## src/bitmap_first_fit_allocator_assert.svh

```systemverilog
// ----------------------------------------------------------------------------
// Assertion macros for the bitmap first-fit allocator
// Short forms for clocked, reset-qualified concurrent assertions.
// ----------------------------------------------------------------------------
`ifndef BITMAP_FIRST_FIT_ALLOCATOR_ASSERT_SVH
`define BITMAP_FIRST_FIT_ALLOCATOR_ASSERT_SVH

// Consequent must hold in the same cycle as the antecedent.
`define BFFA_ASSERT_IMP(lbl, ante, cons, msg) \
  lbl: assert property (@(posedge clk_i) disable iff (!rst_ni) (ante) |-> (cons)) \
    else $error(msg);

// Consequent must hold in the cycle after the antecedent.
`define BFFA_ASSERT_NXT(lbl, ante, cons, msg) \
  lbl: assert property (@(posedge clk_i) disable iff (!rst_ni) (ante) |=> (cons)) \
    else $error(msg);

`endif

```

## src/bffa_pkg.sv

```systemverilog
// ----------------------------------------------------------------------------
// bffa_pkg
// Shared constants and types of the bitmap first-fit allocator.
// ----------------------------------------------------------------------------
`default_nettype none

package bffa_pkg;

  parameter int unsigned MemUnitsDefault = 1024;

  // The occupancy map is stored as words of this many units.
  parameter int unsigned WordBits    = 16;
  parameter int unsigned WordIdxBits = 4;

  parameter int unsigned OpBits    = 2;
  parameter int unsigned SizeBits  = 11;
  parameter int unsigned FloorBits = 10;
  parameter int unsigned StartBits = 10;

  typedef enum logic [OpBits-1:0] {
    OpAlloc = 2'd0,
    OpFree  = 2'd1,
    OpClear = 2'd2
  } op_e;

  // Result of evaluating one map word during the free-run search.
  typedef struct packed {
    logic                   found;
    logic [WordIdxBits-1:0] hit_bit;
    logic [SizeBits-1:0]    run_out;
  } scan_res_t;

endpackage

`default_nettype wire

```

## src/bffa_ram.sv

```systemverilog
// ----------------------------------------------------------------------------
// bffa_ram
// Generic simple dual-port RAM, one write and one registered read port.
// ----------------------------------------------------------------------------
`default_nettype none

module bffa_ram #(
  parameter int unsigned DATA_W = 16,
  parameter int unsigned DEPTH  = 64,
  localparam int unsigned AW    = (DEPTH > 1) ? $clog2(DEPTH) : 1
) (
  input  logic              clk_i,
  input  logic              we_i,
  input  logic [AW-1:0]     waddr_i,
  input  logic [DATA_W-1:0] wdata_i,
  input  logic              re_i,
  input  logic [AW-1:0]     raddr_i,
  output logic [DATA_W-1:0] rdata_o
);

  logic [DATA_W-1:0] mem_q [DEPTH];
  logic [DATA_W-1:0] rdata_q;

  always_ff @(posedge clk_i) begin
    if (we_i) begin
      mem_q[waddr_i] <= wdata_i;
    end
    if (re_i) begin
      rdata_q <= mem_q[raddr_i];
    end
  end

  assign rdata_o = rdata_q;

endmodule

`default_nettype wire

```

## src/bffa_word_scan.sv

```systemverilog
// ----------------------------------------------------------------------------
// bffa_word_scan
// Finds where a free run of the requested length first completes in one word.
// ----------------------------------------------------------------------------
`default_nettype none

module bffa_word_scan import bffa_pkg::*; (
  input  logic [WordBits-1:0] occ_i,
  input  logic [SizeBits-1:0] run_in_i,
  input  logic [SizeBits-1:0] size_i,
  output scan_res_t           res_o
);

  // Each bit position computes the free run ending there on its own: either the
  // whole word so far is free and the incoming run continues, or the run starts
  // after the highest used bit at or below it.
  always_comb begin
    logic [SizeBits:0]      run_v [WordBits];
    logic [WordBits-1:0]    hit;
    logic [WordIdxBits-1:0] last;
    logic                   seen;
    hit           = '0;
    res_o.hit_bit = '0;
    for (int i = 0; i < WordBits; i++) begin
      last = '0;
      seen = 1'b0;
      for (int j = 0; j <= i; j++) begin
        if (occ_i[j]) begin
          last = WordIdxBits'(j);
          seen = 1'b1;
        end
      end
      if (!seen) begin
        run_v[i] = {1'b0, run_in_i} + (SizeBits + 1)'(i + 1);
      end else begin
        run_v[i] = (SizeBits + 1)'(i) - (SizeBits + 1)'(last);
      end
      hit[i] = (run_v[i] >= {1'b0, size_i});
    end
    for (int i = WordBits - 1; i >= 0; i--) begin
      if (hit[i]) begin
        res_o.hit_bit = WordIdxBits'(i);
      end
    end
    res_o.found = |hit;
    if (run_v[WordBits-1][SizeBits]) begin
      res_o.run_out = '1;
    end else begin
      res_o.run_out = run_v[WordBits-1][SizeBits-1:0];
    end
  end

endmodule

`default_nettype wire

```

## src/bitmap_first_fit_allocator.sv

```systemverilog
// ----------------------------------------------------------------------------
// bitmap_first_fit_allocator
// Contiguous first-fit allocator over a one-bit-per-unit occupancy map.
// ----------------------------------------------------------------------------
//
//   Channel   Direction  Handshake               Beat contents
//   request   in         in_valid_i/in_ready_o   op, block_size, floor_unit, start_unit
//   response  out        out_valid_o/out_ready_i granted, block_start
//
// Storage: the map lives in a RAM of W = ceil(MEM_UNITS/16) words, one word
// read per cycle. An allocate reads from the floor word to the word where the
// run completes, then rereads and marks the words the run covers; a refused
// allocate that scans to the end reads every word from the floor word on; a
// free rewrites the words it covers; a clear writes zero to all W words.
// After reset a clearing pass writes zero to all W words; no request is taken
// during that pass.
// One request is in flight at a time; the response sits in an output register,
// so a new request is taken while an earlier response still waits.
//
`default_nettype none

`include "bitmap_first_fit_allocator_assert.svh"

module bitmap_first_fit_allocator import bffa_pkg::*; #(
  parameter int unsigned MEM_UNITS = MemUnitsDefault
) (
  input  logic                 clk_i,
  input  logic                 rst_ni,

  input  logic                 in_valid_i,
  output logic                 in_ready_o,
  input  logic [OpBits-1:0]    op_i,
  input  logic [SizeBits-1:0]  block_size_i,
  input  logic [FloorBits-1:0] floor_unit_i,
  input  logic [StartBits-1:0] start_unit_i,

  output logic                 out_valid_o,
  input  logic                 out_ready_i,
  output logic                 granted_o,
  output logic [StartBits-1:0] block_start_o
);

  // Map geometry. Units past MEM_UNITS in the last word are never allocated.
  localparam int unsigned NumWords = (MEM_UNITS + WordBits - 1) / WordBits;
  localparam int unsigned WAW      = (NumWords > 1) ? $clog2(NumWords) : 1;
  localparam int unsigned PW       = WAW + WordIdxBits;
  // Wide enough for any unit position and for start + size of a free request.
  localparam int unsigned EW       = ((PW > SizeBits + 1) ? PW : SizeBits + 1) + 1;
  localparam int unsigned TW       = EW - WordIdxBits;

  localparam logic [WAW-1:0] LastWord  = WAW'(NumWords - 1);
  localparam logic [EW-1:0]  MemUnitsE = EW'(MEM_UNITS);

  typedef enum logic [4:0] {
    StIdle  = 5'b00001,
    StClear = 5'b00010,
    StScan  = 5'b00100,
    StFill  = 5'b01000,
    StDone  = 5'b10000
  } state_e;

  state_e               state_q, state_d;
  logic [SizeBits-1:0]  size_q, size_d;
  logic [FloorBits-1:0] floor_q, floor_d;
  logic [EW-1:0]        lo_q, lo_d;
  logic [EW-1:0]        hi_q, hi_d;
  logic [WAW-1:0]       last_w_q, last_w_d;
  logic [WAW-1:0]       rd_addr_q, rd_addr_d;
  logic                 issue_q, issue_d;
  logic                 dv_q, dv_d;
  logic [WAW-1:0]       data_w_q, data_w_d;
  logic [SizeBits-1:0]  run_q, run_d;
  logic                 fill_set_q, fill_set_d;
  logic                 clr_resp_q, clr_resp_d;
  logic                 res_granted_q, res_granted_d;
  logic [StartBits-1:0] res_start_q, res_start_d;
  logic                 out_valid_q, out_valid_d;
  logic                 granted_q, granted_d;
  logic [StartBits-1:0] block_start_q, block_start_d;

  logic                 ram_we;
  logic [WAW-1:0]       ram_waddr;
  logic [WordBits-1:0]  ram_wdata;
  logic                 ram_re;
  logic [WAW-1:0]       ram_raddr;
  logic [WordBits-1:0]  ram_rdata;

  logic [WordBits-1:0]  occ_masked;
  logic [WordBits-1:0]  fill_mask;
  logic [WordBits-1:0]  fill_word;
  scan_res_t            scan_res;
  logic [EW-1:0]        found_start;
  logic [EW-1:0]        found_end;
  logic [EW-1:0]        floor_e;
  logic [EW-1:0]        start_e;
  logic [EW-1:0]        size_e;
  logic [EW-1:0]        free_end;
  logic                 alloc_reject;
  logic                 free_skip;

  // Last word touched by a range that ends just before hi, clipped to the map.
  function automatic logic [WAW-1:0] last_word_of(input logic [EW-1:0] hi);
    logic [EW-1:0] tail;
    logic [TW-1:0] w;
    tail = hi - EW'(1);
    w    = tail[EW-1:WordIdxBits];
    if (w > TW'(LastWord)) begin
      return LastWord;
    end
    return w[WAW-1:0];
  endfunction

  bffa_ram #(
    .DATA_W (WordBits),
    .DEPTH  (NumWords)
  ) u_map_ram (
    .clk_i   (clk_i),
    .we_i    (ram_we),
    .waddr_i (ram_waddr),
    .wdata_i (ram_wdata),
    .re_i    (ram_re),
    .raddr_i (ram_raddr),
    .rdata_o (ram_rdata)
  );

  // Units below the floor and past the end of memory look occupied to the
  // search, so a run can never start below the floor or run off the map.
  always_comb begin
    logic [EW-1:0] pos;
    for (int b = 0; b < WordBits; b++) begin
      pos           = EW'({data_w_q, WordIdxBits'(b)});
      occ_masked[b] = ram_rdata[b] | (pos < EW'(floor_q)) | (pos >= MemUnitsE);
      fill_mask[b]  = (pos >= lo_q) && (pos < hi_q);
    end
  end

  assign fill_word = fill_set_q ? (ram_rdata | fill_mask) : (ram_rdata & ~fill_mask);

  bffa_word_scan u_word_scan (
    .occ_i    (occ_masked),
    .run_in_i (run_q),
    .size_i   (size_q),
    .res_o    (scan_res)
  );

  // The run completes at the hit bit, so it began size - 1 units earlier.
  assign found_start = EW'({data_w_q, scan_res.hit_bit}) + EW'(1) - EW'(size_q);
  assign found_end   = found_start + EW'(size_q);

  assign floor_e  = EW'(floor_unit_i);
  assign start_e  = EW'(start_unit_i);
  assign size_e   = EW'(block_size_i);
  assign free_end = start_e + size_e;

  assign alloc_reject = (block_size_i == '0) || (size_e > MemUnitsE) || (floor_e >= MemUnitsE);
  assign free_skip    = (block_size_i == '0) || (start_e >= MemUnitsE);

  assign in_ready_o = (state_q == StIdle);

  always_comb begin
    state_d       = state_q;
    size_d        = size_q;
    floor_d       = floor_q;
    lo_d          = lo_q;
    hi_d          = hi_q;
    last_w_d      = last_w_q;
    rd_addr_d     = rd_addr_q;
    issue_d       = issue_q;
    dv_d          = dv_q;
    data_w_d      = data_w_q;
    run_d         = run_q;
    fill_set_d    = fill_set_q;
    clr_resp_d    = clr_resp_q;
    res_granted_d = res_granted_q;
    res_start_d   = res_start_q;
    out_valid_d   = out_valid_q;
    granted_d     = granted_q;
    block_start_d = block_start_q;

    ram_we    = 1'b0;
    ram_waddr = data_w_q;
    ram_wdata = fill_word;
    ram_re    = 1'b0;
    ram_raddr = rd_addr_q;

    if (out_valid_q && out_ready_i) begin
      out_valid_d = 1'b0;
    end

    case (state_q)
      StIdle: begin
        if (in_valid_i) begin
          size_d  = block_size_i;
          floor_d = floor_unit_i;
          case (op_i)
            OpAlloc: begin
              if (alloc_reject) begin
                res_granted_d = 1'b0;
                res_start_d   = '0;
                state_d       = StDone;
              end else begin
                run_d     = '0;
                rd_addr_d = floor_e[PW-1:WordIdxBits];
                issue_d   = 1'b1;
                dv_d      = 1'b0;
                state_d   = StScan;
              end
            end
            OpFree: begin
              lo_d          = start_e;
              hi_d          = free_end;
              last_w_d      = last_word_of(free_end);
              fill_set_d    = 1'b0;
              res_granted_d = 1'b1;
              res_start_d   = '0;
              if (free_skip) begin
                state_d = StDone;
              end else begin
                rd_addr_d = start_e[PW-1:WordIdxBits];
                issue_d   = 1'b1;
                dv_d      = 1'b0;
                state_d   = StFill;
              end
            end
            OpClear: begin
              rd_addr_d  = '0;
              clr_resp_d = 1'b1;
              state_d    = StClear;
            end
            default: begin
              res_granted_d = 1'b0;
              res_start_d   = '0;
              state_d       = StDone;
            end
          endcase
        end
      end

      StClear: begin
        ram_we    = 1'b1;
        ram_waddr = rd_addr_q;
        ram_wdata = '0;
        if (rd_addr_q == LastWord) begin
          res_granted_d = 1'b1;
          res_start_d   = '0;
          clr_resp_d    = 1'b0;
          state_d       = clr_resp_q ? StDone : StIdle;
        end else begin
          rd_addr_d = rd_addr_q + WAW'(1);
        end
      end

      StScan: begin
        ram_re   = issue_q;
        dv_d     = issue_q;
        data_w_d = rd_addr_q;
        if (issue_q) begin
          rd_addr_d = rd_addr_q + WAW'(1);
          if (rd_addr_q == LastWord) begin
            issue_d = 1'b0;
          end
        end
        if (dv_q) begin
          if (scan_res.found) begin
            // Run found: restart the read stream at its first word to mark it.
            lo_d          = found_start;
            hi_d          = found_end;
            last_w_d      = last_word_of(found_end);
            rd_addr_d     = found_start[PW-1:WordIdxBits];
            issue_d       = 1'b1;
            dv_d          = 1'b0;
            fill_set_d    = 1'b1;
            res_granted_d = 1'b1;
            res_start_d   = found_start[StartBits-1:0];
            state_d       = StFill;
          end else begin
            run_d = scan_res.run_out;
            if (data_w_q == LastWord) begin
              issue_d       = 1'b0;
              dv_d          = 1'b0;
              res_granted_d = 1'b0;
              res_start_d   = '0;
              state_d       = StDone;
            end
          end
        end
      end

      StFill: begin
        // Word w is written back while word w+1 is read, so the two ports
        // never address the same entry.
        ram_re   = issue_q;
        ram_we   = dv_q;
        dv_d     = issue_q;
        data_w_d = rd_addr_q;
        if (issue_q) begin
          rd_addr_d = rd_addr_q + WAW'(1);
          if (rd_addr_q == last_w_q) begin
            issue_d = 1'b0;
          end
        end
        if (dv_q && (data_w_q == last_w_q)) begin
          issue_d = 1'b0;
          dv_d    = 1'b0;
          state_d = StDone;
        end
      end

      StDone: begin
        if (!out_valid_q || out_ready_i) begin
          out_valid_d   = 1'b1;
          granted_d     = res_granted_q;
          block_start_d = res_start_q;
          state_d       = StIdle;
        end
      end

      default: begin
        state_d = StIdle;
      end
    endcase
  end

  // Control state. Reset starts the clearing pass over the map.
  always_ff @(posedge clk_i or negedge rst_ni) begin
    if (!rst_ni) begin
      state_q     <= StClear;
      rd_addr_q   <= '0;
      issue_q     <= 1'b0;
      dv_q        <= 1'b0;
      clr_resp_q  <= 1'b0;
      out_valid_q <= 1'b0;
    end else begin
      state_q     <= state_d;
      rd_addr_q   <= rd_addr_d;
      issue_q     <= issue_d;
      dv_q        <= dv_d;
      clr_resp_q  <= clr_resp_d;
      out_valid_q <= out_valid_d;
    end
  end

  // Request and result payload.
  always_ff @(posedge clk_i) begin
    size_q        <= size_d;
    floor_q       <= floor_d;
    lo_q          <= lo_d;
    hi_q          <= hi_d;
    last_w_q      <= last_w_d;
    data_w_q      <= data_w_d;
    run_q         <= run_d;
    fill_set_q    <= fill_set_d;
    res_granted_q <= res_granted_d;
    res_start_q   <= res_start_d;
    granted_q     <= granted_d;
    block_start_q <= block_start_d;
  end

  assign out_valid_o   = out_valid_q;
  assign granted_o     = granted_q;
  assign block_start_o = block_start_q;

  // The write-back and the read stream must never touch the same word.
  `BFFA_ASSERT_IMP(a_no_rw_collision, ram_we && ram_re, ram_waddr != ram_raddr, "map read and write hit the same word")
  // A refused request always reports start zero.
  `BFFA_ASSERT_IMP(a_fail_start_zero, out_valid_o && !granted_o, block_start_o == '0, "refused beat carries a nonzero start")
  // An accepted request always leaves the idle state.
  `BFFA_ASSERT_NXT(a_accept_leaves_idle, in_valid_i && in_ready_o, state_q != StIdle, "request accepted but block stayed idle")
  // Marking or freeing never writes past the last word of its range.
  `BFFA_ASSERT_IMP(a_fill_in_range, (state_q == StFill) && dv_q, data_w_q <= last_w_q, "range write ran past its last word")

endmodule

`default_nettype wire

```

## config.mk

```make
export PLATFORM = sky130hd
export DESIGN_NAME = bitmap_first_fit_allocator
export DESIGN_NICKNAME = d
export VERILOG_FILES = /design/src/bffa_pkg.sv /design/src/bffa_ram.sv /design/src/bffa_word_scan.sv /design/src/bitmap_first_fit_allocator.sv
export VERILOG_INCLUDE_DIRS = /design/src /design/src/src
export SDC_FILE = /design/constraint.sdc
export NUM_CORES = 2
export LEC_CHECK = 0
export ABC_AREA = 1
export BUFFER_PORTS_ARGS = -buffer_cell sky130_fd_sc_hd__buf_2
export CORE_UTILIZATION = 50
export CTS_CLUSTER_DIAMETER = 150
export DETAILED_ROUTE_END_ITERATION = 16
export PLACE_DENSITY_LB_ADDON = 0.3
export REMOVE_ABC_BUFFERS = 1
export SYNTH_ARGS = -nofsm -noshare
export SYNTH_HDL_FRONTEND = slang
export SYNTH_SLANG_ARGS = --single-unit
export TNS_END_PERCENT = 50
```

## constraint.sdc

```tcl
create_clock -name clk_i -period 9.35 [get_ports clk_i]
set_clock_uncertainty 0.05 [all_clocks]
set_input_delay 0.4675 -clock clk_i [delete_from_list [all_inputs] [get_ports clk_i]]
set_output_delay 0.4675 -clock clk_i [all_outputs]
set_load 0.05 [all_outputs]
```

Word-level counts from Yosys, hierarchy flattened
Memory sizes are Yosys's and may differ from the RTL's. A register that Yosys moved wholly into a read port is not among the register bits.
Index checks and enable logic that the tools add are counted.
{"block": "word_totals", "register_bits": 108, "latch_bits": 0, "mem_bits_rw": 1024, "romBits": 0, "output_inout_bits": 13, "mem_count": 1}
{"block": "classes", "addsub": 38, "multipliers": 0, "n_div": 0, "order_cmp": 69, "n_eq_ne": 30, "shifts": 0, "mux": 175, "bitwise_logic": 19, "reduce_logical": 41}
{"memory": "u_map_ram.mem_q", "depth": 64, "width": 16, "rd": 1, "rd_ports_with_merged_regs": 1, "wr": 1, "line": "bffa_ram.sv:21", "text": "logic [DATA_W-1:0] mem_q [DEPTH];"}
{"cell": "$ge A10 B13 Y1", "n": 16}
{"cell": "$lt A10 B13 Y1", "n": 16}
{"cell": "$ge A12 B11 Y1", "n": 16}
{"cell": "$mux W12", "n": 16}
{"cell": "$lt A10 B10 Y1", "n": 16}
{"cell": "$mux W4", "n": 29}
{"cell": "$mux W13", "n": 8}
{"cell": "$add A11 B4 Y12 const B", "n": 8}
{"cell": "$mux W6", "n": 16}
{"cell": "$mux W11", "n": 6}
{"cell": "$mux W1", "n": 62}
{"cell": "$mux W10", "n": 6}
{"cell": "$pmux W13 S2", "n": 2}
{"cell": "$mux W5", "n": 10}
{"cell": "$add A11 B3 Y12 const B", "n": 4}
{"cell": "$sub A4 B4 Y5 const A", "n": 8}
{"cell": "$mux W16", "n": 2}
{"cell": "$pmux W10 S3", "n": 1}
{"cell": "$pmux W5 S5", "n": 1}
{"cell": "$add A11 B2 Y12 const B", "n": 2}
{"cell": "$pmux W6 S4", "n": 1}
{"cell": "$ge A10 B11 Y1 const B", "n": 2}
{"cell": "$pmux W11 S2", "n": 1}
{"cell": "$ne A2 B2 Y1 const B", "n": 10}
{"cell": "54 further kinds", "n": 113}

Depth between registers and ports, before layout
{"block": "depth", "word_depth": 49, "ltp_mapped": 79}

By module
A second synthesis with hierarchy kept.
{"block": "hier_totals", "cells_unflattened": 5958, "area_unflattened_um2": 58682.5}
{"mod": "bffa_ram", "instances": 1, "cells_per_inst": 3534, "area_per_inst_um2": 42300.6, "seq_area_each_um2": 31230.0}
{"mod": "bitmap_first_fit_allocator", "instances": 1, "cells_per_inst": 1145, "area_per_inst_um2": 8618.3, "seq_area_each_um2": 3139.3}
{"mod": "bffa_word_scan", "instances": 1, "cells_per_inst": 1279, "area_per_inst_um2": 7763.7, "seq_area_each_um2": 0.0}

Least setup slack after synthesis
No wires, ideal clock.
{"block": "synth_timing", "path_kind": "register -> register", "startpoint": "reg data_w_q[5]", "endpoint": "reg last_w_q[2] (data pin)", "setup_ns": 0.262, "t_arrival_ns": 8.027, "required_time_ns": 9.038, "slack_ns": 1.011, "stages_incl_launch_ff": 75, "n_path_buf": 0, "cell_sequence": "edfxtp_1 > ha_1 > nand2_2 > inv_2 > a21oi_2 > nand2_1 > o21bai_2 > nor2_1 > o21ai_0 > nand2_1 > a21oi_1 > inv_1 > nand2_1 > nand2_1 > nand2_1 > inv_1 > nor2_1 > nor2_1 > [... 39 more ...] > nand2_1 > or3_1 > nor2_1 > inv_1 > nor2_1 > inv_1 > nor2_1 > inv_1 > nor2_1 > inv_1 > nor2_1 > inv_1 > nand2_1 > nand3_1 > inv_1 > nand4_1 > o41ai_1 > inv_1"}
{"block": "synth_via", "elab_chain_len": 49, "word_cells_on_any_way": 139, "classes_between": "add/sub: 19; order compare: 33; mux: 71; bitwise: 16"}
{"item": "start: declaration", "line": "bitmap_first_fit_allocator.sv:71", "text": "logic [WAW-1:0] data_w_q, data_w_d;"}
{"item": "start signal: assignment", "line": "bitmap_first_fit_allocator.sv:350", "text": "data_w_q <= data_w_d;"}
{"item": "$lt A10 B10 Y1", "line": "bitmap_first_fit_allocator.sv:132", "text": "occ_masked[b] = ram_rdata[b] | (pos < EW'(floor_q)) | (pos >= MemUnitsE);"}
{"item": "$or A1 B1 Y1", "line": "bitmap_first_fit_allocator.sv:132"}
{"item": "$mux W1", "line": "bffa_word_scan.sv:28", "text": "if (occ_i[j]) begin"}
{"item": "$mux W2 / $mux W1 (equally long branches)", "line": "bffa_word_scan.sv:28"}
{"item": "$mux W4 / $mux W1 (equally long branches) (13 in series)", "line": "bffa_word_scan.sv:28"}
{"item": "$sub A4 B4 Y5 / $mux W1 (equally long branches)", "line": "bffa_word_scan.sv:36, bffa_word_scan.sv:28"}
{"item": "$mux W12", "line": "bffa_word_scan.sv:33", "text": "if (!seen) begin"}
{"item": "$ge A12 B11 Y1", "line": "bffa_word_scan.sv:38", "text": "hit[i] = (run_v[i] >= {1'b0, size_i});"}
{"item": "[... 18 more ...]"}
{"item": "named net found_start[2]", "line": "bitmap_first_fit_allocator.sv:92", "text": "logic [EW-1:0] found_start;"}
{"item": "[... 4 more ...]"}
{"item": "$mux W1", "line": "bitmap_first_fit_allocator.sv:264", "text": "if (scan_res.found) begin"}
{"item": "$mux W1", "line": "bitmap_first_fit_allocator.sv:263", "text": "if (dv_q) begin"}
{"item": "$mux W1", "line": "bitmap_first_fit_allocator.sv:190", "text": "case (state_q)"}
{"item": "$mux W6 *", "line": "bitmap_first_fit_allocator.sv:110", "text": "return w[WAW-1:0];"}
{"item": "$mux W6 *", "line": "bitmap_first_fit_allocator.sv:264"}
{"item": "$mux W6 *", "line": "bitmap_first_fit_allocator.sv:263"}
{"item": "$pmux W6 S2 *", "line": "bitmap_first_fit_allocator.sv:190"}
{"item": "named net last_w_d[2]", "line": "bitmap_first_fit_allocator.sv:67", "text": "logic [WAW-1:0] last_w_q, last_w_d;"}
{"item": "end signal: assignment", "line": "bitmap_first_fit_allocator.sv:349", "text": "last_w_q <= last_w_d;"}
{"item": "end: declaration", "line": "bitmap_first_fit_allocator.sv:67"}
Mark *: on every way through the listed nets, which the timed path passes. The rest lies on a longest branch. The select of a mux whose other input is x is not followed.
A chain may end at the register's enable or synchronous reset.

Final worst setup path
{"block": "layout_timing", "startpoint": "reg data_w_q[4]", "endpoint": "reg last_w_q[2] (data pin)"}
Same word-level chain as after synthesis.

==> out/metrics.sh <==
AREAGROWTHSYNTHTOFINISH_PCT=12.78
MAXIMUM_LEVEL_OF_THE_CTS_H_TREE=3
FINAL.SETUP.TNS_PS=0
YS.WARNINGS.COUNT=0
CLOCK.FMAX_MHz=111.7
PWR_DENSITY_CELL_mW_PER_MM2=336.4
CP_DATA_REQUIRED_TIME_PS=9730
COUNT_OF_FLIP_FLOPS_WITH_A_BUILT_IN_ENABLE_AFTER_SYNTHESIS=1132
SYNTH.AREA.TOP_CELLS='sky130_fd_sc_hd__edfxtp_1 62%, sky130_fd_sc_hd__a21oi_1 6.2%, sky130_fd_sc_hd__ha_1 6.1%'
SYN_AVG_CELL_AREA_UM2=11.37
PEAKVDDDROP_V=0.0002606
GRT_SETUP_UNREPAIRED='true'
GRT_UTIL_MET1_PCT=39.20
GRT.MET3_USAGE_PCT=3.867
LAYOUT-DRIVE-GT1-SHARE_PCT=11.27
TIMING.CRITICAL_PATH.FANOUT_MAX=6
HOLD-PATH-ENDPOINT='floor_q[3]'
FIRST_PASS_GRT_WIRE_LENGTH_UM=241100
HPWL_UM=99370
CTSLONGESTPATHBUFFERS=3
VIAS_PER_CELL=6.188
CRIT_TYPE='register to register'
PATH_CLK_SLEW_PS=60
VIA_COUNT_OF_THE_FIRST_GLOBAL_ROUTING_PASS=38110
OVERFLOW=0
DIEHEIGHT_UM=333.6
POSTSYNTH.TOPFLOPCELL='sky130_fd_sc_hd__edfxtp_1'
POST_SYNTH_INST_COUNT=4836
IO_BUFFERS=49
NNETSFINAL=5300
SYNTH_TOP_FAMILY_BY_AREA='compound AO/OA/AOI/OAI gates'
HORIZ_DIE_DIM_UM=333.6
FLOORPLAN.ROWS=121
INSERTEDDIODECOUNT=0
CLOCK_TREE_FROM_TRITONCTS='yes'
WORST_REG2REG_PATH_STARTPOINT='data_w_q[4]'
GRT_START_MAX_NET_PINS=81
POSTROUTEANTENNANETS=0
SETUP.REG_TO_REG.WORST_SLACK_PS=400
SYNTH.CELLS.MOST_FREQUENT='1132 x sky130_fd_sc_hd__edfxtp_1, 684 x sky130_fd_sc_hd__a21oi_1, 674 x sky130_fd_sc_hd__nand2_1'
ROUTABILITYCONGESTION=0.9861
DIE_AREA_MM2=0.1113
WORST-SLEW-PIN-TRANSITION_PS=1125
YOSYS_REGISTER_BITS=1147
CRIT_ARRIVAL_PS=9330
COMPOUND_GATE_PORTION_OF_THE_SYNTHESIZED_AREA_PCT=15.05
POST-SYNTH-TOP-AREA-FRACTION_PCT=61.84
CTS_ROOT_BUF='sky130_fd_sc_hd__clkbuf_16'
REG2REG_TO='last_w_q[2]'
SYNTHXORXNORAREAFRAC_PCT=1.769
PRECTSSETUPSLACK_PS=-92.81
WORST_HOLD_SLACK_PS=32.23
FIRSTDRTPASSITERS=6
MAX_STAGE_DELAY_PS=470
GROUTE.LAYER.MET2.USAGE_PCT=46.74
MAPPEDNETLISTAREA_MM2=0.05497
WORSTHOLDPATHTYPE='input port to register'
FINALWORSTPATHREQUIREDPERIOD_PS=8949
MAX_CAP_VIOL_COUNT=0
FINAL-SETUP-VIOL-COUNT=0
FINALMAXSLEWVIOLATIONS=0
HOLD-PATH-CELL-COUNT=1
FINALWIRELENGTH_UM=163200
SYNTH.MOST_COMMON_CELL='sky130_fd_sc_hd__edfxtp_1'
ANTENNA_FOUND_INITIAL=2
YOSYS.AREA_SHARE.SIMPLE_PCT=10.10
CORE_AREA_MM2=0.1089
HOLDCRITSTARTPOINT='floor_unit_i[3]'
INITIAL_UTILIZATION_PCT=50.50
CRITICAL_PATH.ENDPOINT_TYPE='register'
SYNTH_AREA_LEADER_CELL='sky130_fd_sc_hd__edfxtp_1'
SYNTH-ADDER-AREA-SHARE_PCT=6.232
SYNTH.YOSYS.SEQ_AREA_SHARE_PCT=62.52
ASYNC_FLOP_SHARE_PCT=1.308
SYNTH.MUX.AREA_FRACTION_PCT=0
CTS_MADE_BUFFERS=113
OUTCOME='finished clean'
CLK-INSERTION-DELAY-LATE_PS=740
TIMING.CRITICAL_PATH.SLOWEST_STAGE_CELL='sky130_fd_sc_hd__fa_2'
POWER.STATIC_LEAKAGE_nW=22.84
TRITONCTS_NUM_SINKS=1147
POST_ROUTE_CLOCK_PERIOD_UTILIZATION_PCT=95.71
SYNTH.DISTINCT_CELLS=66
ROUTE.VIAS.TOTAL=40210
WIRE_PER_INST_UM=25.12
SLEW-LIMIT-HEADROOM_PCT=24.69
FIN_CELLS=6498
DPL.CELL_COUNT=6251
WORST_PATH_MOST_REPEATED_CELL='sky130_fd_sc_hd__nand2_1'
NUMBER_OF_TOP_LEVEL_DESIGN_PORTS=50
R2R.WORST_PATH.CELLS=74
CRITICAL_PATH.STARTPOINT_TYPE='register'
FINAL-HOLD-VIOLATION-COUNT=0
GRTUSAGETOTAL_PCT=28.77
PEAK_USAGE_LAYER_IN_THE_GLOBAL_ROUTING_REPORT='met2'
WORST_SLACK_PS=401.3
DRT_DRC_VIOLATIONS_LEFT=0
DETAILEDROUTE.FIRSTITERATIONVIOLATIONS=4385
[cells by family (layout without fill, tap and decap cells)]
family / Yosys count / count (layout)
XOR/XNOR: 111 / 111
AND/OR/NAND/NOR: 1301 / 1301
AO/OA/AOI/OAI: 1377 / 1377
buffers and inverters: 628 / 876
adder cells (fa/ha/maj): 272 / 272
flip-flops: 1147 / 1147
[worst max-delay path by stage]
stage,endpoint,startpoint
6_report,last_w_q[2],data_w_q[4]
5_1_grt,last_w_q[2],data_w_q[4]
4_1_cts,last_w_q[2],data_w_q[5]
3_5_place_dp,last_w_q[0],data_w_q[5]
3_3_place_gp,last_w_q[2],data_w_q[5]
2_1_floorplan,u_map_ram.rdata_o[10],ram_raddr[0]
[per-stage QoR]
step / power, mW / utilization (%) / cell area [um^2]
3_5_place_dp: 15.94 / 53.05 / 57750
4_1_cts: 20.43 / 56.60 / 61610
6_report: 20.86 / 56.95 / 62000
2_1_floorplan: 12.63 / - / 54060
3_3_place_gp: 15.81 / 53.05 / 57750
5_1_grt: 21.85 / 56.95 / 62000
[worst max-delay path: cells and delay by family (launching register included)]
family	cells	cell delay, ps
xor+xnor	1	210
buf+inv	13	790
fa+ha+maj	7	1920
flops	1	390
simple gates	39	3380
compound gates	14	1930
[flip-flops by register name, summed over array words and instances, names as in the netlist]
name / cells
u_map_ram.mem_q: 1024
u_map_ram.rdata_o: 16
hi_q: 13
lo_q: 12
run_q: 11
size_q: 11
block_start_o: 10
floor_q: 10
res_start_q: 10
data_w_q: 6
last_w_q: 6
ram_raddr: 6
state_q: 5
clr_resp_q: 1
dv_q: 1
fill_set_q: 1
granted_o: 1
issue_q: 1
out_valid_o: 1
res_granted_q: 1
[layer usage]
layer / part of all wire (%) / routed length [um] / vias up
met5: 0.012 / 20 / -
met4: 4.0 / 6504 / 2
met3: 8.4 / 13660 / 364
met2: 47 / 77410 / 2083
met1: 40 / 65610 / 19610
li1: - / - / 18150
[cells in the final DEF, fill, tap and decap left out, types with 23 or more instances in the layout]
cell                        netlist  routed
sky130_fd_sc_hd__nand4_1         28      28
sky130_fd_sc_hd__ha_1           269     262
sky130_fd_sc_hd__clkbuf_1       209      28
sky130_fd_sc_hd__nor2_1         305     296
sky130_fd_sc_hd__buf_4            2     204
sky130_fd_sc_hd__nand2_1        674     665
sky130_fd_sc_hd__edfxtp_1      1132    1132
sky130_fd_sc_hd__buf_2            4      49
sky130_fd_sc_hd__o221ai_1       273     273
sky130_fd_sc_hd__o21ai_0        286     282
sky130_fd_sc_hd__nand3_1        180     178
sky130_fd_sc_hd__nor3_1          44      42
sky130_fd_sc_hd__inv_2           16      23
sky130_fd_sc_hd__clkbuf_16        0     114
sky130_fd_sc_hd__xor2_1          99      99
sky130_fd_sc_hd__inv_1          367     355
sky130_fd_sc_hd__a21oi_1        684     657
sky130_fd_sc_hd__clkinv_1         8      33
[what timing repair did]
action / CTS / global route
endpoints found under the setup margin: 6 / 11
buffers inserted: 0 / 17
pin swaps: 0 / 43
hold buffers: 22 / 0
gates cloned: 0 / 0
endpoints found under the hold margin: 36 / 0
resized for setup: 4 / 70
[where the power goes]
group	internal [mW]	switching, mW	leakage [nW]
sequential	7.02	0.265	10.4
combinational	2.63	6.48	10.7
clock	2.52	1.95	1.77
[area by class of cell]
| cell class | count | area, um^2 |
|---|---|---|
| fillers | 8962 | 46860 |
| flip-flops and latches | 1147 | 34380 |
| multi-input cells | 3061 | 18710 |
| clock buffers | 142 | 2958 |
| repair buffers | 277 | 2019 |
| well taps | 1414 | 1769 |
| inverters | 391 | 1484 |
| clock inverters | 66 | 670.6 |
(Power assumes the default switching activity.)
